[src/hdl/assert_macros.svh]
// assertion helpers used by gbs_back
`ifndef ASSERT_MACROS_SVH
`define ASSERT_MACROS_SVH

// property checked on every rising edge outside reset
`define ASSERT_CLK(label, clk, rst_n, prop, msg) \
    label: assert property (@(posedge clk) disable iff (!rst_n) (prop)) else $error(msg);

// condition that must never be seen outside reset
`define ASSERT_NEVER(label, clk, rst_n, cond, msg) \
    label: assert property (@(posedge clk) disable iff (!rst_n) !(cond)) else $error(msg);

`endif

[src/hdl/gbs_fifo.sv]
`timescale 1ns / 1ps
`default_nettype none

module gbs_fifo #(
    parameter int W     = 8,
    parameter int DEPTH = 2
) (
    input  wire          i_clk,
    input  wire          i_rst_n,
    input  wire          i_push,
    input  wire  [W-1:0] i_wdata,
    output logic         o_full,
    input  wire          i_pop,
    output logic [W-1:0] o_rdata,
    output logic         o_empty
);

    localparam int AW = (DEPTH > 1) ? $clog2(DEPTH) : 1;
    localparam int CW = $clog2(DEPTH + 1);

    logic [W-1:0]  r_mem [DEPTH];
    logic [AW-1:0] r_wp;
    logic [AW-1:0] r_rp;
    logic [CW-1:0] r_cnt;
    logic          wr;
    logic          rd;

    assign o_full  = (r_cnt == CW'(DEPTH));
    assign o_empty = (r_cnt == '0);
    assign o_rdata = r_mem[r_rp];
    assign wr      = i_push && !o_full;
    assign rd      = i_pop && !o_empty;

    // storage
    always_ff @(posedge i_clk) begin
        if (wr) begin
            r_mem[r_wp] <= i_wdata;
        end
    end

    // pointers and fill level
    always_ff @(posedge i_clk) begin
        if (!i_rst_n) begin
            r_wp  <= '0;
            r_rp  <= '0;
            r_cnt <= '0;
        end else begin
            if (wr) begin
                r_wp <= (r_wp == AW'(DEPTH - 1)) ? '0 : r_wp + 1'b1;
            end
            if (rd) begin
                r_rp <= (r_rp == AW'(DEPTH - 1)) ? '0 : r_rp + 1'b1;
            end
            if (wr && !rd) begin
                r_cnt <= r_cnt + 1'b1;
            end else if (rd && !wr) begin
                r_cnt <= r_cnt - 1'b1;
            end
        end
    end

endmodule

`default_nettype wire

[config.mk]
export PLATFORM = sky130hd
export DESIGN_NAME = gbs_fifo
export DESIGN_NICKNAME = d
export VERILOG_FILES = /design/src/hdl/assert_macros.svh /design/src/hdl/gbs_fifo.sv
export SDC_FILE = /design/constraint.sdc
export NUM_CORES = 1
export LEC_CHECK = 0
export ABC_AREA = 1
export BUFFER_PORTS_ARGS = -buffer_cell sky130_fd_sc_hd__buf_4
export CORE_ASPECT_RATIO = 0.9
export CORE_MARGIN = 2
export CORE_UTILIZATION = 49
export DETAILED_ROUTE_END_ITERATION = 16
export GPL_TIMING_DRIVEN = 0
export PLACE_DENSITY = 0.75
export SETUP_SLACK_MARGIN = 0.3
export SYNTH_ARGS = -nofsm -noshare
export SYNTH_HDL_FRONTEND = slang
export SYNTH_SLANG_ARGS = --single-unit
[constraint.sdc]
create_clock -name i_clk -period 1.6 [get_ports i_clk]
set_clock_uncertainty 0.15 [all_clocks]
set_input_delay 0.32 -clock i_clk [delete_from_list [all_inputs] [get_ports i_clk]]
set_output_delay 0.32 -clock i_clk [all_outputs]
set_load 0.1 [all_outputs]
After elaboration in Yosys (flattened, before gate mapping) --
Memory sizes are Yosys's and may differ from the RTL's. A register that Yosys moved wholly into a read port is not among the register bits. Cells that the tools add are included. Widths: inputs -> output; s select.
Cells by class: equal/unequal tests 1, multiplexer cells 8, reductions and logical operators 10, add/subtract/negate cells 4
Operators with widths (count):
- $mux 1 | 6
- $logic_and 1x1->1 | 4
- $logic_not 1->1 | 4
- $mux 2 | 2
- $add 1x1->1 const B | 2
- $add 2x1->2 const B | 1
- $eq 2x2->1 const B | 1
- $logic_not 2->1 | 1
- $reduce_bool 2->1 | 1
- $sub 2x1->2 const B | 1
Storage, ports and cells: RAM bits 16, flip-flop bits (word level) 4, memories 1, output and inout port bits 10, word-level logic and storage cells 27
Memory list:
- r_mem | depth 2, bits a word 8, read ports 1, clocked after Yosys merged registers in 1, write ports 1, RTL line gbs_fifo.sv:21 | logic [W-1:0] r_mem [DEPTH];

Depth between registers and ports, before layout --
Gate-level depths: netlist of the first run.
depth in word-level cells 7, gate-level depth with buffers 10

Worst setup path after synthesis of the first run --
OpenSTA, ideal clock, no wires.
kind register to register, from reg r_cnt[0], to reg r_cnt[1], path slack -0.967 ns, data required time 1.386 ns, buffers on the path 0, stages on the path, launching flop included 10, library setup time 0.064 ns, period minus slack after synthesis 2.567 ns, data arrival time 2.353 ns, cell sequence dfxtp_1 > nor2_1 > nor2_2 > inv_1 > ha_1 > inv_1 > nand3_1 > nand2_1 > inv_1 > nor2_1
On the way: cells in the longest elaborated chain, start to end 6, elaborated cells between the ends (all ways) 15, classes of those cells add/sub: 2; eq/ne: 1; mux: 2; reduce/logical: 10
Ends and longest elaborated chain:
- from (decl) | RTL line gbs_fifo.sv:24 | logic [CW-1:0] r_cnt;
- from (signal assigned) | RTL line gbs_fifo.sv:55 | r_cnt <= r_cnt + 1'b1;
- from (signal assigned) | RTL line gbs_fifo.sv:57 | r_cnt <= r_cnt - 1'b1;
- $logic_not 2->1 * | RTL line gbs_fifo.sv:29 | assign o_empty = (r_cnt == '0);
- named net o_empty | RTL line gbs_fifo.sv:15 | output logic o_empty
- $logic_not 1->1 * | RTL line gbs_fifo.sv:32 | assign rd = i_pop && !o_empty;
- $logic_and 1x1->1 * | RTL line gbs_fifo.sv:32
- $logic_not 1->1 | RTL line gbs_fifo.sv:54 | if (wr && !rd) begin
- $logic_and 1x1->1 | RTL line gbs_fifo.sv:54
- $mux 2 / $reduce_bool 2->1 (equally long branches)
Mark *: on every way through the listed nets, which the timed path passes. The rest lies on a longest branch. The select of a mux whose other input is x is not followed. A chain may end at the register's enable or synchronous reset.

==> results of run 1 <==
sequential cells by signal, summed over array words and instances, names as in the netlist, named ones only:
register and cells:
r_mem 16, r_wp 1, r_cnt 2, r_rp 1
kinds of logic after synthesis:
family          Yosys count
buf+inv                  10
fa+ha+maj                 1
simple gates             19
mux                       8
compound gates            4
flops                    21
per-layer routing:
metal | up-vias | wire, um
li1 | 267 | -
met1 | 261 | 649
met2 | 17 | 923
met3 | 6 | 62
met4 | 0 | 49
met5 | - | 0
worst paths after layout:
path	from	end	slack [ns]	cells past startpoint
max	register	o_rdata[7]	-0.14	3
min	i_wdata[4]	r_mem[1][4]	0.05	1
max reg2reg	r_cnt[0]	r_cnt[1]	0.13	9
min reg2reg	r_rp	register	0.42	2
what timing repair did:
action,4_1_cts,5_1_grt
pin swaps,3,9
gates cloned,0,0
endpoints found under the hold margin,0,0
endpoints found under the setup margin,29,12
setup buffers,0,2
resized for setup,43,5
power by group through the flow:
stage          combinational [uW]  sequential (uW)  clock (uW)
2_1_floorplan                1020              769           0
3_3_place_gp                 1200              776           0
3_5_place_dp                 1220              783           0
4_1_cts                      1540              797         244
5_1_grt                      1710              812         266
6_report                     1650              803         245
worst max-delay path: cells and delay by family (launching register included):
kind / cells / cell delay, ns
buffers and inverters: 2 / 0.31
multiplexers: 1 / 0.32
flip-flops: 1 / 0.35
through the flow:
| stage | setup slack (ns) | cell area (sq um) | power (uW) | utilization [%] |
|---|---|---|---|---|
| after detailed placement | -0.00526 | 1080 | 2000 | 66.3 |
| after floorplan | -0.148 | 892 | 1790 | - |
| after CTS | -0.149 | 1270 | 2580 | 78.0 |
| after global routing | -0.189 | 1310 | 2790 | 80.6 |
| after global placement | 0.0141 | 1080 | 1970 | 66.3 |
| final | -0.143 | 1310 | 2690 | 80.6 |
cell type report:
type,count,area [sq um]
repair buffers,23,314
well taps,24,30.0
fillers,84,315
multi-input cells,32,300
clock buffers,4,26.3
plain buffers,1,15.0
flip-flops and latches,21,589
inverters,9,38.8
cell usage in the layout, fill, tap and decap left out, drive strengths merged:
cell type  instances
a21oi              1
buf               24
clkbuf             4
dfxtp              5
edfxtp            16
ha                 1
inv                9
mux2               8
nand2              6
nand3              1
nand4              1
nor2              11
o21ai              3
==> impl_metrics.csv, run 1 <==
group,metric,value,unit
cells_and_area,areaGrowthSynthToFinish,59.6,%
placement,gp_congestion,0.732,
yosys,yosysMostFrequentCell,"edfxtp_1",
status,outcome,"complete, but fails checks",
placement,io_buffers,21,
global_route,grt_pass1_wl,2520,um
yosys,synth_edf_count,16,
pwr,switching_power,1250,uW
timing,max_freq,574,MHz
route,drc,0,
pwr,p_clk_share,9.1,%
yosys,yosys.area.top_type,"edfxtp_1",
timing,tightest_slew,0.263,ns
global_route,grt_max_degree,12,
yosys,synth_top_family_by_area,"multiplexers",
worst_setup_path,critPathSlowestCell,"dfxtp_2",
pwr,vdd_drop_max,1210,uV
floorplan,pin_count,22,
pwr,leakagePower,0.000531,uW
pwr,seq_power_share,29.8,%
clocking,clkTransAtPathRegs,0.11,ns
route,drt_pass1_iterations,4,
timing,setup_viol,8,
global_route,grt_pass1_vias,568,
global_route,use_met1,20.1,%
timing,setup_tns,-1.12,ns
yosys,ys_seq_area_share,70.5,%
yosys,synth_top_area_share,58.4,%
global_route,grt-busiest-layer,"met2",
timing,rsz0062_at_grt,"true",
pwr,power.internal,1450,uW
yosys,yosysWarnings,0,
floorplan,start_util,50.5,%
clocking,clkLatencyLatePin,0.29,ns
yosys,synth_compound_area_share,2.89,%
yosys,synth-seq-cells,21,
timing,slew_headroom,82.4,%
yosys,synthAdderAreaFrac,1.52,%
worst_setup_path,endpoint_kind,"output pin",
yosys,synth-xor-area-share,0,%
pwr,combPwrFrac,61.1,%
yosys,synth_fp_nets,76,
global_route,antenna_found_initial,0,
placement,dp.cells,108,
yosys,yosys-top-cells-count,"16 x edfxtp_1, 10 x nor2_1, 8 x inv_1, 8 x mux2_2, 6 x nand2_1",
yosys,synth_area_leaders,"edfxtp_1 58%, dfxtp_1 12%, mux2_2 11%",
timing,slew_violations,0,
clocking,numCtsBuffers,3,
route,viasPerCell,4.83,
route,vias,551,
run,maxCapViolations,0,
status,violations,"negative setup slack",
placement,hpwl,1080,um
floorplan,die-height,42.9,um
timing,whs,0.0529,ns
route,ant_nets,0,
clocking,cts_tree,"built",
route,wl,1690,um
pwr,p_sw_share,46.2,%
yosys,synth-simple-area-share,9.42,%
timing,period_minus_slack,1.74,ns
worst_setup_path,worstPathRequired,1.13,ns
worst_setup_path,cpPeakStageDelay,0.35,ns
timing,hold_viol_final,0,
timing,worst_slack,-0.143,ns
cells_and_area,final_cells,114,
floorplan,die_area,2020,sq um
yosys,avgSynthCellArea,13.1,sq um
yosys,syn_area,823,sq um
pwr,powerDensity,2050,nW/um^2
yosys,synthFlopType,"edfxtp_1",
worst_setup_path,critPathArrivalTime,1.27,ns
cells_and_area,drive_above_1_share,58.9,%
yosys,synth_cell_types,15,
yosys,synthCells,63,
global_route,grt_overflow,0,
floorplan,die_width,47.2,um
clocking,root_buffer,"clkbuf_4",
timing,post-route-period-util,109,%
clocking,ctsHoldBuffers,0,
cells_and_area,num-nets-final,104,
yosys,synthArstFlopShare,0,%
clocking,clock-sinks,21,
worst_setup_path,path_max_fanout,8,
floorplan,core_area,1630,sq um
clocking,cts_buffer_depth,2,
yosys,synthMuxAreaShare,10.9,%
cells_and_area,antenna-diode-count,0,
route,drtIter0Drc,6,
global_route,grt_use_met3,4.26,%
worst_setup_path,start_kind,"register",
clocking,cts_max_level,1,
global_route,grt.met2_usage,32.9,%
worst_setup_path,path_class,"reg -> out",
hold_path,hold_class,"in -> reg",
route,wl_per_cell,14.8,um
floorplan,rows,14,
global_route,track_usage,18.6,%
worst_setup_path,crit_chain,"buf_8, mux2_4, buf_12",
(Power assumes the default switching activity.)
==> inputs of run 2 (changes only) <==
--- a/config.mk
+++ b/config.mk
@@ -13,6 +13,7 @@
 export DETAILED_ROUTE_END_ITERATION = 16
 export GPL_TIMING_DRIVEN = 0
 export PLACE_DENSITY = 0.75
+export RECOVER_POWER = 100
 export SETUP_SLACK_MARGIN = 0.3
 export SYNTH_ARGS = -nofsm -noshare
 export SYNTH_HDL_FRONTEND = slang
==> run 2 against run 1 <==
The run still ends with negative setup slack left. Die area unchanged. Core utilization decreased by 1.2 points. Critical path depth stayed put. Final area down 1.4%. Flip-flop and latch count unchanged. Clock power fell by 2%. Global-route usage unchanged. Non-clock buffer count is the same. Via count rose by 2.2%. Count of clock-buffer cells in the layout unchanged. Sequential share of layout area grew 0.65 points. Worst setup slack better by 0.0021 ns.
==> impl_metrics.csv, run 2 (synthesis results as in run 1) <==
group,metric,value,unit
worst_setup_path,path_class,"reg -> out",
floorplan,rows,14,
floorplan,die_area,2020,sq um
cells_and_area,final_cells,114,
clocking,cts_tree,"built",
placement,gp_congestion,0.732,
floorplan,pin_count,22,
pwr,powerDensity,2060,nW/um^2
clocking,cts_buffer_depth,2,
timing,worst_slack,-0.141,ns
timing,period_minus_slack,1.74,ns
timing,slew_violations,0,
route,ant_nets,0,
worst_setup_path,crit_cells,3,
cells_and_area,drive_above_1_share,54.4,%
worst_setup_path,crit_chain,"buf_8, mux2_4, buf_12",
route,drc,0,
cells_and_area,regMostFlops,"r_mem",
worst_setup_path,endpoint_kind,"output pin",
clocking,clkLatencyLatePin,0.29,ns
worst_setup_path,cpPeakStageDelay,0.35,ns
global_route,antenna_found_initial,0,
route,wl,1670,um
route,viasPerCell,4.94,
worst_setup_path,rr_startpoint,"r_cnt[1]",
clocking,numCtsBuffers,3,
worst_setup_path,reg2reg_depth,9,
worst_setup_path,cp_top_family,"flip-flops",
global_route,track_usage,18.6,%
placement,hpwl,1080,um
clocking,clock-sinks,21,
global_route,grt_pass1_wl,2520,um
status,violations,"negative setup slack",
clocking,clkTransAtPathRegs,0.11,ns
run,maxCapViolations,0,
worst_setup_path,path_max_fanout,8,
floorplan,core_area,1630,sq um
timing,max_freq,574,MHz
worst_setup_path,critPathSlowestCell,"dfxtp_2",
clocking,cts_max_level,1,
timing,post-route-period-util,109,%
timing,hold_viol_final,0,
cells_and_area,antenna-diode-count,0,
route,drt_pass1_iterations,4,
route,wl_per_cell,14.6,um
cells_and_area,num-nets-final,104,
cells_and_area,largest_reg_flops,16,
cells_and_area,areaGrowthSynthToFinish,57.3,%
cells_and_area,final_common_cell,"edfxtp_1",
global_route,grt_overflow,0,
worst_setup_path,critPathArrivalTime,1.27,ns
route,vias,563,
worst_setup_path,cp-endpoint,"o_rdata[7]",
global_route,grt_max_degree,12,
timing,setup_viol,10,
worst_setup_path,path_buf_inv,2,
worst_setup_path,ff2ff_setup_slack,0,ns
pwr,leakagePower,0.000517,uW
placement,dp.cells,108,
worst_setup_path,worstPathRequired,1.13,ns
floorplan,start_util,50.5,%
hold_path,hold_class,"in -> reg",
timing,whs,0.0781,ns
cells_and_area,top_regs,"r_mem x16, r_cnt x2",
global_route,grt_pass1_vias,568,
status,outcome,"complete, but fails checks",
pwr,vdd_drop_max,1190,uV
cells_and_area,final_cell_mix,"16 x edfxtp_1, 11 x buf_12, 8 x mux2_4, 8 x clkbuf_4, 7 x nor2_1",
floorplan,die-height,42.9,um
route,drtIter0Drc,4,
timing,tightest_slew,0.397,ns
placement,io_buffers,21,
floorplan,die_width,47.2,um
pwr,power,2660,uW
timing,slew_headroom,73.4,%
worst_setup_path,rr_endpoint,"r_cnt[1]",
clocking,root_buffer,"clkbuf_4",
worst_setup_path,start_kind,"register",
timing,rsz0062_at_grt,"true",
## run 2: worst min path at each step
stage / depth (start not counted) / slack (ns) / to / startpoint
after floorplan: 0 / 0.27 / r_mem[0][0] / i_wdata[0]
after global placement: 2 / 0.31 / r_rp / r_rp
after detailed placement: 1 / 0.36 / r_mem[0][6] / i_wdata[6]
after CTS: 1 / 0.06 / r_mem[0][4] / i_wdata[4]
after global routing: 1 / 0.07 / r_mem[1][3] / i_wdata[3]
final: 1 / 0.08 / r_mem[1][4] / i_wdata[4]
## run 2: what timing repair did
item / CTS / global route
resized for setup: 43 / 5
setup buffers: 0 / 2
cloned: 0 / 0
pin swaps: 3 / 9
hold buffers: 0 / 0
endpoints found under the setup margin: 29 / 12
## run 2: cell type report
class / instances / area [sq um]
fillers: 91 / 334
multi-input cells: 32 / 293
flip-flops and latches: 21 / 589
repair buffers: 23 / 303
inverters: 9 / 38.8
clock buffers: 4 / 26.3
plain buffers: 1 / 15.0
well taps: 24 / 30.0
## run 2: per-layer routing
| metal | track usage [%] | vias up | wire [um] |
|---|---|---|---|
| li1 | - | 271 | - |
| met1 | 20.1 | 268 | 640 |
| met2 | 32.9 | 18 | 917 |
| met3 | 4.26 | 6 | 60 |
| met4 | 8.89 | 0 | 49 |
| met5 | 0 | - | 0 |
## run 2: power breakdown
group,switching [uW],internal (uW),total (uW)
clock network,145,96.7,241
registers,77.5,712,790
logic,1010,625,1630
## run 2: stage by stage
stage | setup slack (ns) | setup TNS, ns | utilization [%] | area [sq um]
after floorplan | -0.148 | -0.411 | - | 892
after global placement | 0.0141 | 0 | 66.3 | 1080
after detailed placement | -0.00526 | -0.00526 | 66.3 | 1080
after CTS | -0.149 | -1.14 | 78.0 | 1270
after global routing | -0.189 | -1.76 | 79.5 | 1290
final | -0.141 | -1.22 | 79.5 | 1290
