## src/hdl/assert_macros.svh

```systemverilog
// assertion helpers used by gbs_back
`ifndef ASSERT_MACROS_SVH
`define ASSERT_MACROS_SVH

// property checked on every rising edge outside reset
`define ASSERT_CLK(label, clk, rst_n, prop, msg) \
    label: assert property (@(posedge clk) disable iff (!rst_n) (prop)) else $error(msg);

// condition that must never be seen outside reset
`define ASSERT_NEVER(label, clk, rst_n, cond, msg) \
    label: assert property (@(posedge clk) disable iff (!rst_n) !(cond)) else $error(msg);

`endif

```

## src/hdl/gbs_pkg.sv

```systemverilog
`timescale 1ns / 1ps
`default_nettype none

package gbs_pkg;

    // configuration register indexes
    localparam logic CFG_IOU_THRESHOLD  = 1'b0;
    localparam logic CFG_CLASS_AGNOSTIC = 1'b1;

    // reset values of the configuration registers
    localparam logic [8:0] IOU_THRESHOLD_RESET = 9'd115;

    // box as classified by the front end, corners precomputed
    typedef struct packed {
        logic [15:0] left;
        logic [15:0] top;
        logic [17:0] right;
        logic [17:0] bottom;
        logic [31:0] area;
        logic [7:0]  label;
        logic        first;
    } t_box;

    // one entry of the kept list
    typedef struct packed {
        logic [15:0] left;
        logic [15:0] top;
        logic [17:0] right;
        logic [17:0] bottom;
        logic [31:0] area;
        logic [7:0]  label;
    } t_kept;

    // one result word
    typedef struct packed {
        logic       keep;
        logic [5:0] slot;
        logic       full;
    } t_res;

    // configuration seen by the suppression engine
    typedef struct packed {
        logic [8:0] iou_threshold;
        logic       class_agnostic;
    } t_cfg;

endpackage

`default_nettype wire

```

## src/hdl/gbs_fifo.sv

```systemverilog
`timescale 1ns / 1ps
`default_nettype none

module gbs_fifo #(
    parameter int W     = 8,
    parameter int DEPTH = 2
) (
    input  wire          i_clk,
    input  wire          i_rst_n,
    input  wire          i_push,
    input  wire  [W-1:0] i_wdata,
    output logic         o_full,
    input  wire          i_pop,
    output logic [W-1:0] o_rdata,
    output logic         o_empty
);

    localparam int AW = (DEPTH > 1) ? $clog2(DEPTH) : 1;
    localparam int CW = $clog2(DEPTH + 1);

    logic [W-1:0]  r_mem [DEPTH];
    logic [AW-1:0] r_wp;
    logic [AW-1:0] r_rp;
    logic [CW-1:0] r_cnt;
    logic          wr;
    logic          rd;

    assign o_full  = (r_cnt == CW'(DEPTH));
    assign o_empty = (r_cnt == '0);
    assign o_rdata = r_mem[r_rp];
    assign wr      = i_push && !o_full;
    assign rd      = i_pop && !o_empty;

    // storage
    always_ff @(posedge i_clk) begin
        if (wr) begin
            r_mem[r_wp] <= i_wdata;
        end
    end

    // pointers and fill level
    always_ff @(posedge i_clk) begin
        if (!i_rst_n) begin
            r_wp  <= '0;
            r_rp  <= '0;
            r_cnt <= '0;
        end else begin
            if (wr) begin
                r_wp <= (r_wp == AW'(DEPTH - 1)) ? '0 : r_wp + 1'b1;
            end
            if (rd) begin
                r_rp <= (r_rp == AW'(DEPTH - 1)) ? '0 : r_rp + 1'b1;
            end
            if (wr && !rd) begin
                r_cnt <= r_cnt + 1'b1;
            end else if (rd && !wr) begin
                r_cnt <= r_cnt - 1'b1;
            end
        end
    end

endmodule

`default_nettype wire

```

## src/hdl/gbs_front.sv

```systemverilog
`timescale 1ns / 1ps
`default_nettype none

module gbs_front
    import gbs_pkg::*;
(
    input  wire         i_clk,
    input  wire         i_rst_n,
    input  wire         i_push,
    output logic        o_full,
    input  wire  [15:0] i_box_left,
    input  wire  [15:0] i_box_top,
    input  wire  [15:0] i_box_width,
    input  wire  [15:0] i_box_height,
    input  wire  [7:0]  i_class_label,
    input  wire         i_first_box,
    input  wire         i_pop,
    output logic        o_empty,
    output t_box        o_box
);

    t_box box_in;
    logic [(2 * $bits(t_box))/2-1:0] q_rdata;

    // far corners and area of the incoming word
    always_comb begin
        box_in.left   = i_box_left;
        box_in.top    = i_box_top;
        box_in.right  = 18'($signed({{2{i_box_left[15]}}, i_box_left}) +
                            $signed({2'b00, i_box_width}));
        box_in.bottom = 18'($signed({{2{i_box_top[15]}}, i_box_top}) +
                            $signed({2'b00, i_box_height}));
        box_in.area   = i_box_width * i_box_height;
        box_in.label  = i_class_label;
        box_in.first  = i_first_box;
    end

    // queue towards the suppression engine
    gbs_fifo #(
        .W     ($bits(t_box)),
        .DEPTH (2)
    ) u_mid_q (
        .i_clk   (i_clk),
        .i_rst_n (i_rst_n),
        .i_push  (i_push),
        .i_wdata (box_in),
        .o_full  (o_full),
        .i_pop   (i_pop),
        .o_rdata (q_rdata),
        .o_empty (o_empty)
    );

    assign o_box = t_box'(q_rdata);

endmodule

`default_nettype wire

```

## config.mk

```make
export PLATFORM = sky130hd
export DESIGN_NAME = gbs_front
export DESIGN_NICKNAME = d
export VERILOG_FILES = /design/src/hdl/assert_macros.svh /design/src/hdl/gbs_pkg.sv /design/src/hdl/gbs_fifo.sv /design/src/hdl/gbs_front.sv
export SDC_FILE = /design/constraint.sdc
export NUM_CORES = 1
export LEC_CHECK = 0
export CAP_MARGIN = 30
export CORE_AREA = 5 5 130 256
export DETAILED_ROUTE_END_ITERATION = 8
export DIE_AREA = 0 0 135 261
export DONT_BUFFER_PORTS = 1
export GPL_ROUTABILITY_DRIVEN = 0
export HOLD_SLACK_MARGIN = 0.08
export PLACE_DENSITY = 0.75
export SETUP_SLACK_MARGIN = 0.02
export SYNTH_ARGS = -nofsm -noshare
export SYNTH_HDL_FRONTEND = slang
export SYNTH_SLANG_ARGS = --single-unit
```

## constraint.sdc

```tcl
create_clock -name i_clk -period 7.4 [get_ports i_clk]
set_input_delay 1.11 -clock i_clk [delete_from_list [all_inputs] [get_ports i_clk]]
set_output_delay 1.11 -clock i_clk [all_outputs]
set_load 0.1 [all_outputs]
```

* Yosys cells after proc, flatten, opt, wreduce, memory -nomap -nowiden
Memory sizes are Yosys's and may differ from the RTL's. A register that Yosys moved wholly into a read port is not among the register bits.
Cells that the tools add are included.
** Storage, ports and cells
- Bits in registers :: 4
- Memory bits (writable) :: 218
- Input port bits :: 77
- Output and inout port bits :: 111
- Logic and storage cells :: 30
- Memories :: 1
** Memory list
- u_mid_q.r_mem :: depth 2, width 109, rd ports 1, clocked after Yosys merged registers in 1, write ports 1, RTL line gbs_fifo.sv:21 : logic [W-1:0] r_mem [DEPTH];
** Cells by class
- Add/subtract/negate cells :: 6
- $mul :: 1
- Equal/unequal tests :: 1
- Mux-type cells :: 8
- Reduce and logical (&&, ||, !) cells :: 10
** Operator list (number)
- $add A16 B17 Y18 :: 2
- $mul A16 B16 Y32 :: 1
- $mux W1 :: 6
- $logic_and A1 B1 Y1 :: 4
- $logic_not A1 Y1 :: 4
- $mux W2 :: 2
- $add A1 B1 Y1 const B :: 2
- $add A2 B1 Y2 const B :: 1
- $eq A2 B2 Y1 const B :: 1
- $logic_not A2 Y1 :: 1
- $reduce_bool A2 Y1 :: 1
- $sub A2 B1 Y2 const B :: 1

* Logic depth before layout (Yosys ltp)
Gate-level depths: netlist of run 1.
- Depth in word-level cells :: 7
- Gate-level depth with buffers :: 22
- Mapped depth without buffers :: 20

* Cells and area by module
From an unflattened synthesis of run 1, not the netlist that was laid out.
** Unflattened totals
- Cell total of the unflattened synthesis :: 1583
- Area, all modules :: 18332.6 um^2
** Modules (own cells, without submodules)
- gbs_front :: times used 1, cells an instance 1219, area an instance 10208.5 um^2, sequential area each 0.0 um^2
- gbs_fifo :: times used 1, cells an instance 364, area an instance 8124.0 um^2, sequential area each 6646.4 um^2

* Worst setup path before layout of run 1
OpenSTA, ideal clock, no wires.
- Path kind :: input-to-reg
- Start :: input i_box_height[1]
- End :: memory u_mid_q.r_mem[0][32] (netlist bit) (data pin)
- Setup time :: 0.268 ns
- Arrival time :: 6.205 ns
- Required time :: 7.132 ns
- Slack :: 0.927 ns
- Cell stages on the path :: 19
- Path buffers :: 1
- Cell sequence :: clkbuf_1 > nand2_1 > fa_1 > fa_1 > fa_1 > fa_1 > inv_1 > fa_1 > inv_1 > fa_1 > inv_1 > ha_1 > and3_1 > o21a_1 > a2111o_1 > a31oi_2 > o31ai_2 > a211oi_2 > xnor2_1
** RTL lines
- start: declaration :: RTL line gbs_front.sv:14 : input wire [15:0] i_box_height,
- end: declaration :: RTL line gbs_fifo.sv:21

==> results of run 1 <==
flip-flops by register name (all words and copies together), names as in the netlist, named ones only:
signal         count
u_mid_q.r_cnt      2
u_mid_q.r_mem    218
u_mid_q.r_rp       1
u_mid_q.r_wp       1
final cells by class:
cell class                      instances  area share
Inverter                              250      0.0485
Clock buffer                           20      0.0259
Sequential cell                       223       0.344
Timing Repair Buffer                    5     0.00233
Tap cell                              423      0.0273
Antenna cell                            3    0.000388
Multi-Input combinational cell       1069       0.545
Clock inverter                         16     0.00737
cell usage after synthesis, types with 20 or more instances:
cell type	instances	area, µm²
mux2_2	109	1230
ha_1	139	1740
xnor2_1	41	359
inv_1	250	938
and2_1	136	851
fa_1	196	3920
o21ai_0	23	115
clkbuf_1	52	195
nor2_1	39	146
a21oi_1	50	250
a21o_1	20	150
nand2_1	159	597
edfxtp_1	218	6550
worst max-delay path, delay by kind of cell:
| kind | cells | cell delay [ps] |
|---|---|---|
| simple gates | 2 | 610 |
| buf+inv | 4 | 230 |
| compound gates | 5 | 1050 |
| xor+xnor | 1 | 130 |
| fa+ha+maj | 7 | 3340 |
routing by layer:
layer / up-vias / wire (µm) / global-route usage
met5: - / 19 / 0
met4: 2 / 1680 / 0.107
met3: 106 / 2980 / 0.0565
met2: 386 / 21200 / 0.421
met1: 5666 / 13600 / 0.246
li1: 5245 / - / -
cell families after synthesis:
logic type | after synthesis
AND/OR/NAND/NOR | 396
flip-flops | 223
AO/OA/AOI/OAI | 173
buffers and inverters | 303
multiplexers | 110
XOR/XNOR | 55
adder cells (fa/ha/maj) | 335
through the flow:
| step | instances | worst slack (ps) | cell area, µm² |
|---|---|---|---|
| 2_1_floorplan | 1595 | 927 | 18300 |
| 3_3_place_gp | 1969 | 794 | 18700 |
| 3_5_place_dp | 1970 | 648 | 18700 |
| 4_1_cts | 2006 | 1200 | 19400 |
| 5_1_grt | 2009 | 928 | 19400 |
| 6_report | 2009 | 1160 | 19400 |
how the worst max path moves through the flow:
stage	startpoint	endpoint	slack (ps)	depth (start not counted)
global route	i_box_height[4]	u_mid_q.r_mem[1][34]	930	19
finish	i_box_height[10]	u_mid_q.r_mem[1][39]	1160	19
floorplan	i_box_height[1]	u_mid_q.r_mem[0][32]	930	19
global placement	i_box_height[4]	u_mid_q.r_mem[0][34]	790	19
detailed placement	i_box_height[4]	u_mid_q.r_mem[1][39]	650	19
CTS	i_box_height[10]	u_mid_q.r_mem[1][39]	1200	19
==> reports/metrics.cfg, run 1 <==
[sta]
slew_viol_final = 0
setup_viol = 0
finClkSkew_ps = 14.3
hold_viol = 0
relSlewSlack = 0.436
worst_slew_pin_slew_ps = 846
post-route-period-util = 0.843
tns_ps = 0
clock.fmax_mhz = 160
hold_slack_ps = 544
min_period_ps = 6240
rsz0062_at_grt = no

[critical_path]
r2r_end = u_mid_q.r_mem[0][76]
r2r_cells = 5
endpoint_kind = flip-flop
crit_fanout = 17
cpMostUsedCell = fa_1
crit_type = in -> reg
worstPathCellList = and2_1 -> fa_1 -> inv_1 -> fa_1 -> inv_1 -> fa_1 -> fa_1 -> fa_1 -> inv_1 -> fa_1 -> inv_1 -> ha_1 -> a21oi_1 -> o21ai_0 -> a21oi_1 -> o22ai_1 -> or3b_2 -> o21ai_0 -> xnor2_1
cp.required_ps = 7660
slowest_delay_ps = 540
crit_arrival_ps = 6500
timing.reg2reg.setup_slack_ps = 4800
crit_path_start_kind = input port
r2r_start = u_mid_q.r_cnt[0]
slowest_stage = fa_1

[worst_hold_path]
hold_path.class = reg -> reg
worst_hold_path.endpoint = u_mid_q.r_cnt[1]
min_path_cells = 2
min_from = u_mid_q.r_cnt[1]

[cells_and_area]
fin_nets = 1981
areaGrowthSynthToFinish_pct = 5.70
regArea_um2 = 6650
nFillCells = 2454
final_common_cell = inv_1
drive_gt1_frac = 0.104
final_cell_mix = 250 x inv_1, 218 x edfxtp_1, 196 x fa_1
multiInputGateArea_um2 = 10500
final_util = 0.621

[grt]
grt_pass1_wl_mm = 64.5
grt_overflow = 0
grt_pass1_vias = 12709
antenna_found_initial = 2
grt_max_degree = 65
grt.total_usage = 0.230

[floorplan]
die_y_um = 261
rows = 92
die_area_um2 = 35200
start_util = 0.587
coreArea_um2 = 31200
pin_count = 188
die_w_um = 135

[route]
firstDrtPassIters = 5
vias = 11405
routed_via_density = 5.68
antenna_left = 0
drt-wirelength-per-cell_um = 19.6
remaining_drc_errors = 0
totalWireLength_mm = 39.5
drtIter0Drc = 604

[synthesis]
ys_seq_area_frac = 0.363
synth_edf_count = 218
synthAdderAreaFrac = 0.309
synth_area_per_cell_um2 = 11.5
ys_types = 59
syn_nets = 2007
synth_compound_area_frac = 0.0637
ys_async_sr_fraction = 0
postSynthCellCount = 1595
synth_top_family_by_area = adder cells
synthXorXnorAreaFrac = 0.0263
synth-simple-area-share = 0.108
ys_seq_elements = 223
netlist_area_um2 = 18300
muxShareOfSynthArea = 0.0676
ys_warn_count = 0
synth_ff_type = edfxtp_1

[run]
drv_cap = 0

[clocking]
cts_root_buf = clkbuf_16
cts_tree = yes
post-cts-setup-buffers = 0
hold_buffers = 0
cts.sinks = 223
clockBufferDepth = 3
htree_num_levels = 1
ctsResizeCount = 0
cts_buffers = 20
clock_latency_ps = 530
cts.clk_slew.worst_paths_ps = 70

[outcome]
status = finished, final reports clean

[placement]
hpwl_mm = 31.5
port-buffer-count = 0

Power of run 1 is left out: the tool's default activity adds up to more than one toggle a clock period on the data nets, which glitch-free logic cannot reach.
==> run 2, diff against run 1 <==
ABC_AREA = 1   (was not set)
CORE_AREA = 5 5 134 263   (was 5 5 130 256)
DIE_AREA = 0 0 139 268   (was 0 0 135 261)
PLACE_DENSITY = 0.78   (was 0.75)
clock period = 5 ns   (was 7.4 ns; I/O delays follow)
==> reports/metrics.cfg, run 2 <==
[synthesis]
ys_top_cells_by_count = 573 x nand2_1, 503 x inv_1, 218 x edfxtp_1
ys_types = 28  ; -53%
netlist_area_um2 = 19400  ; +6.2%
synth_edf_count = 218  ; unchanged
ys_seq_area_frac = 0.342  ; -0.0211
synthTopCellsByArea = edfxtp_1 34%, fa_1 20%, nand2_1 11%
ys_warn_count = 0  ; unchanged
synth_top_area_share = 0.337  ; -0.0208
synth_ff_type = edfxtp_1
synth_area_per_cell_um2 = 9.27  ; -19%
syn_nets = 2509  ; +25%
ys_seq_elements = 223  ; unchanged
synth.most_common_cell = nand2_1
ys_async_sr_fraction = 0  ; unchanged
postSynthCellCount = 2097  ; +31%
synth_top_area_cell = edfxtp_1

[run]
drv_cap = 0  ; unchanged

[cells_and_area]
final_cell_mix = 531 x nand2_1, 472 x inv_1, 218 x edfxtp_1
largest_registers = u_mid_q.r_mem (218), u_mid_q.r_cnt (2)
top_register = u_mid_q.r_mem
nFillCells = 2501  ; +1.9%
areaGrowthSynthToFinish_pct = 9.19
drive_gt1_frac = 0.158  ; +0.0544
largest_register_ffs = 218  ; unchanged
instances_no_fill = 2533  ; +26%
final_common_cell = nand2_1
fin_nets = 2500  ; +26%
n_antenna_cell = 0  ; -3

[critical_path]
endpoint_kind = flip-flop
r2r_cells = 3  ; -2
timing.reg2reg.setup_slack_ps = 2580  ; -2220 ps
crit_path_start_kind = input port
r2r_start = u_mid_q.r_cnt[0]
r2r_end = u_mid_q.r_mem[0][17]
slowest_delay_ps = 540  ; about the same
crit_fanout = 17  ; unchanged
cpMostUsedCell = nand2_1
crit_arrival_ps = 5220  ; -1280 ps
slowest_stage = fa_1
crit_type = in -> reg
cp.required_ps = 5270  ; -2390 ps
worstPathCellList = nand2_1 -> inv_1 -> fa_1 -> inv_2 -> fa_2 -> fa_1 -> inv_1 -> fa_1 -> fa_1 -> inv_2 -> fa_1 -> inv_2 -> ha_4 -> nand2_1 -> nand2_1 -> nand2_1 -> nand2_1 -> nand2_1 -> nand2_2 -> a21oi_2 -> nand2_1 -> nand2_1 -> nand2_2

[route]
vias = 13805  ; +21%
routed_via_density = 5.45  ; -4.0%
antenna_left = 0  ; unchanged
drt-wirelength-per-cell_um = 18.0  ; -8.4%
totalWireLength_mm = 45.6  ; +16%
firstDrtPassIters = 5  ; unchanged
drtIter0Drc = 783  ; +30%
remaining_drc_errors = 0  ; unchanged

[clocking]
cts_root_buf = clkbuf_16
hold_buffers = 0  ; unchanged
cts.sinks = 223  ; unchanged
htree_num_levels = 1  ; unchanged
clock_latency_ps = 530  ; about the same
cts_tree = yes
cts_buffers = 20  ; unchanged
clockBufferDepth = 3  ; unchanged
cts.clk_slew.worst_paths_ps = 70  ; about the same

[placement]
pre_cts_slack_ps = -544  ; -1190 ps
dp.cells = 2495  ; +27%
port-buffer-count = 0  ; unchanged
hpwl_mm = 36.3  ; +15%

[floorplan]
coreArea_um2 = 32900  ; +5.6%
die_area_um2 = 37300  ; +5.7%
rows = 94  ; +2.2%
pin_count = 188  ; unchanged
die_y_um = 268  ; +2.7%
start_util = 0.591  ; +0.00342
die_w_um = 139  ; +3.0%

[grt]
grt.total_usage = 0.245  ; +0.0157
grt_overflow = 0  ; unchanged
grt_max_degree = 57  ; -12%
grt_pass1_wl_mm = 73.1  ; +13%
grt_pass1_vias = 14813  ; +17%
antenna_found_initial = 0  ; -2

[sta]
timing.final.ws_setup_ps = 48.0  ; -1120 ps
min_period_ps = 4950
tns_ps = 0  ; unchanged
hold_viol = 0  ; unchanged
post-route-period-util = 0.990
worst_slew_pin_slew_ps = 977  ; +131 ps
rsz0062_at_grt = yes
hold_slack_ps = 313  ; -230 ps
setup_viol = 0  ; unchanged
relSlewSlack = 0.347  ; -0.0890
clock.fmax_mhz = 202
finClkSkew_ps = 13.8  ; -0.515 ps
slew_viol_final = 0  ; unchanged

[worst_hold_path]
worst_hold_path.endpoint = u_mid_q.r_mem[1][95]
min_path_cells = 0  ; -2
hold_path.class = in -> reg
min_from = i_box_left[2]

[outcome]
status = finished, final reports clean

[run 2: worst max-delay path: cells and delay by family]
family	cells	cell delay (ps)
buf+inv	5	270
simple gates	10	760
compound gates	1	150
fa+ha+maj	7	3280
[run 2: worst max path at each step]
stage | start | to | cells past startpoint
2_1_floorplan | i_box_height[5] | u_mid_q.r_mem[0][37] | 25
4_1_cts | i_box_height[4] | u_mid_q.r_mem[0][39] | 20
3_3_place_gp | i_box_width[7] | u_mid_q.r_mem[0][30] | 23
5_1_grt | i_box_height[6] | u_mid_q.r_mem[0][38] | 23
3_5_place_dp | i_box_height[4] | u_mid_q.r_mem[1][30] | 23
6_report | i_box_width[9] | u_mid_q.r_mem[0][37] | 23
[run 2: layout make-up]
class / instances / area, µm² / share of cell area
multi-input cells: 1293 / 11100 / 0.522
flip-flops and latches: 223 / 6650 / 0.313
inverters: 505 / 1900 / 0.0894
well taps: 432 / 541 / 0.0255
clock buffers: 24 / 537 / 0.0253
repair buffers: 45 / 419 / 0.0197
clock inverters: 11 / 95.1 / 0.00448
[run 2: routing by layer]
| metal | global-route usage | part of all wire | up-vias |
|---|---|---|---|
| li1 | - | - | 6377 |
| met3 | 0.0509 | 0.071 | 188 |
| met4 | 0.130 | 0.058 | 0 |
| met5 | 0 | 0 | - |
| met1 | 0.234 | 0.31 | 6692 |
| met2 | 0.483 | 0.56 | 548 |
[run 2: metrics by stage]
step / util / area, µm²
6_report: 0.645 / 21200
5_1_grt: 0.645 / 21200
4_1_cts: 0.637 / 21000
3_5_place_dp: 0.617 / 20300
3_3_place_gp: 0.615 / 20300
2_1_floorplan: - / 20100
[run 2: cells by family (layout without fill, tap and decap cells)]
group,count (synthesis),after routing,synth area share
muxes,109,109,0.0631
DFF,223,223,0.342
AOI/OAI and AO/OA,72,72,0.0206
xor gates and xnor gates,34,34,0.0153
adders and majority gates,335,335,0.291
buffers and inverters,581,585,0.113
and+or+nand+nor,743,743,0.155
[run 2: what timing repair did]
| item | CTS | global route |
|---|---|---|
| setup endpoints to repair | 6 | 38 |
| gates resized for setup | 4 | 87 |
| setup buffers | 0 | 2 |
| hold endpoints to repair | 0 | 0 |
| cloned | 0 | 0 |
| pin swaps | 0 | 65 |
Power of run 2 is left out for the same reason.
==> run 3, diff against run 2 <==
CELL_PAD_IN_SITES_DETAIL_PLACEMENT = 1   (was not set)
CELL_PAD_IN_SITES_GLOBAL_PLACEMENT = 2   (was not set)
CORE_AREA = 5 5 169 333   (was 5 5 134 263)
DIE_AREA = 0 0 174 338   (was 0 0 139 268)
PLACE_DENSITY = not set   (was 0.78)
PLACE_DENSITY_LB_ADDON = 0.1   (was not set)
SKIP_LAST_GASP = 1   (was not set)
==> reports/metrics.cfg, run 3 (same netlist as run 2, synthesis figures left out) <==
[outcome]
status = finished, violations left
violations = negative setup slack

[cells_and_area]
drive_gt1_frac = 0.186  ; +0.0284
largest_register_ffs = 218  ; unchanged
fin_nets = 2537  ; +1.5%
top_register = u_mid_q.r_mem
instances_no_fill = 2811  ; +11%
n_antenna_cell = 0  ; unchanged
largest_registers = u_mid_q.r_mem (218), u_mid_q.r_cnt (2)
final_cell_mix = 513 x nand2_1, 470 x inv_1, 218 x edfxtp_1
areaGrowthSynthToFinish_pct = 13.9
final_common_cell = nand2_1

[clocking]
clockBufferDepth = 3  ; unchanged
cts_buffers = 22  ; +10%
cts.clk_slew.worst_paths_ps = 70  ; about the same
cts_tree = yes
cts.sinks = 223  ; unchanged
cts_root_buf = clkbuf_16
htree_num_levels = 1  ; unchanged
clock_latency_ps = 550  ; +20 ps

[floorplan]
rows = 120  ; +28%
die_area_um2 = 58800  ; +58%
coreArea_um2 = 53500  ; +62%
start_util = 0.364  ; -0.227
die_y_um = 338  ; +26%
pin_count = 188  ; unchanged
die_w_um = 174  ; +25%

[critical_path]
endpoint_kind = flip-flop
crit_type = in -> reg
crit_path_start_kind = input port
cp.required_ps = 5310  ; +40 ps
timing.reg2reg.setup_slack_ps = 2760  ; +180 ps
slowest_stage = fa_1
cpMostUsedCell = fa_1
crit_family = adder cells
crit_arrival_ps = 5310  ; +90 ps
path_buf_inv = 4  ; -1
slowest_delay_ps = 610  ; +70 ps
worstPathCellList = nand2_1 -> fa_1 -> inv_2 -> fa_1 -> fa_1 -> fa_1 -> fa_1 -> inv_1 -> fa_1 -> inv_2 -> ha_4 -> nand2_4 -> nor2_4 -> buf_6 -> nand2_8 -> nor2_4 -> nand2_2 -> nand3_2 -> nand2_2
crit_fanout = 17  ; unchanged

[sta]
hold_viol = 0  ; unchanged
hold_slack_ps = 289  ; -24.6 ps
timing.final.ws_setup_ps = -0.260  ; -48.3 ps
rsz0062_at_grt = yes
worst_slew_pin_slew_ps = 967  ; -10.8 ps
min_period_ps = 5000  ; +48.3 ps
setup_viol = 2  ; +2
post-route-period-util = 1.00  ; +0.00966
tns_ps = -0.511  ; -0.511 ps
finClkSkew_ps = 9.86  ; -3.94 ps
clock.fmax_mhz = 200  ; -0.97%
slew_viol_final = 0  ; unchanged
relSlewSlack = 0.356  ; +0.00875

[grt]
antenna_found_initial = 1  ; +1
grt_pass1_vias = 15530  ; +4.8%
grt.total_usage = 0.202  ; -0.0435
grt_pass1_wl_mm = 90.7  ; +24%
grt_overflow = 0  ; unchanged
grt_max_degree = 70  ; +23%

[route]
antenna_left = 0  ; unchanged
remaining_drc_errors = 0  ; unchanged
vias = 13705  ; -0.72%
routed_via_density = 4.88  ; -11%
totalWireLength_mm = 58.9  ; +29%
firstDrtPassIters = 4  ; -1
drtIter0Drc = 398  ; -49%
drt-wirelength-per-cell_um = 21.0  ; +16%

[run]
drv_cap = 0  ; unchanged

[worst_hold_path]
hold_path.class = in -> reg

[placement]
port-buffer-count = 0  ; unchanged
pre_cts_slack_ps = -712  ; -168 ps
hpwl_mm = 47.9  ; +32%
dp.cells = 2768  ; +11%

## run 3: final timing paths
kind                                to             start  cells past startpoint
hold reg to reg           u_mid_q.r_rp      u_mid_q.r_rp                      2
hold / removal    u_mid_q.r_mem[0][84]      i_box_top[7]                      0
setup reg to reg      u_mid_q.r_cnt[1]  u_mid_q.r_cnt[1]                      8
setup / recovery  u_mid_q.r_mem[0][40]   i_box_height[7]                     19
## run 3: final cells by class
cell class,count,area [µm²]
Clock buffer,26,587
Multi-Input combinational cell,1293,11300
Fill cell,6055,31300
Sequential cell,223,6650
Timing Repair Buffer,80,698
Inverter,505,1910
Clock inverter,13,158
Tap cell,671,840
## run 3: stage by stage
step,cell area [µm²],utilization
after floorplan,20100,-
after global placement,20800,0.389
after detailed placement,20800,0.390
after CTS,21600,0.404
after global routing,22100,0.414
final,22100,0.414
## run 3: worst register-to-register path: stages (launching register included)
cell and delay [ps]:
dfxtp_1 370, inv_1 100, o21ai_0 640, inv_1 140
ha_1 350, a21oi_1 130, o21ai_0 120, o21ai_0 200
a21oi_1 70
## run 3: metal layers
| layer | up-vias | global-route usage | part of all wire |
|---|---|---|---|
| met2 | 244 | 0.414 | 0.58 |
| met5 | - | 0 | 0.00022 |
| met3 | 85 | 0.0393 | 0.048 |
| met4 | 2 | 0.0663 | 0.035 |
| met1 | 6938 | 0.198 | 0.34 |
| li1 | 6436 | - | - |
## run 3: repair_timing
action	CTS	global route
setup endpoints to repair	22	38
hold endpoints to repair	0	0
pin swaps	1	92
buffers inserted	0	4
hold buffers	0	0
resized for setup	11	139
Power of run 3 is left out for the same reason.
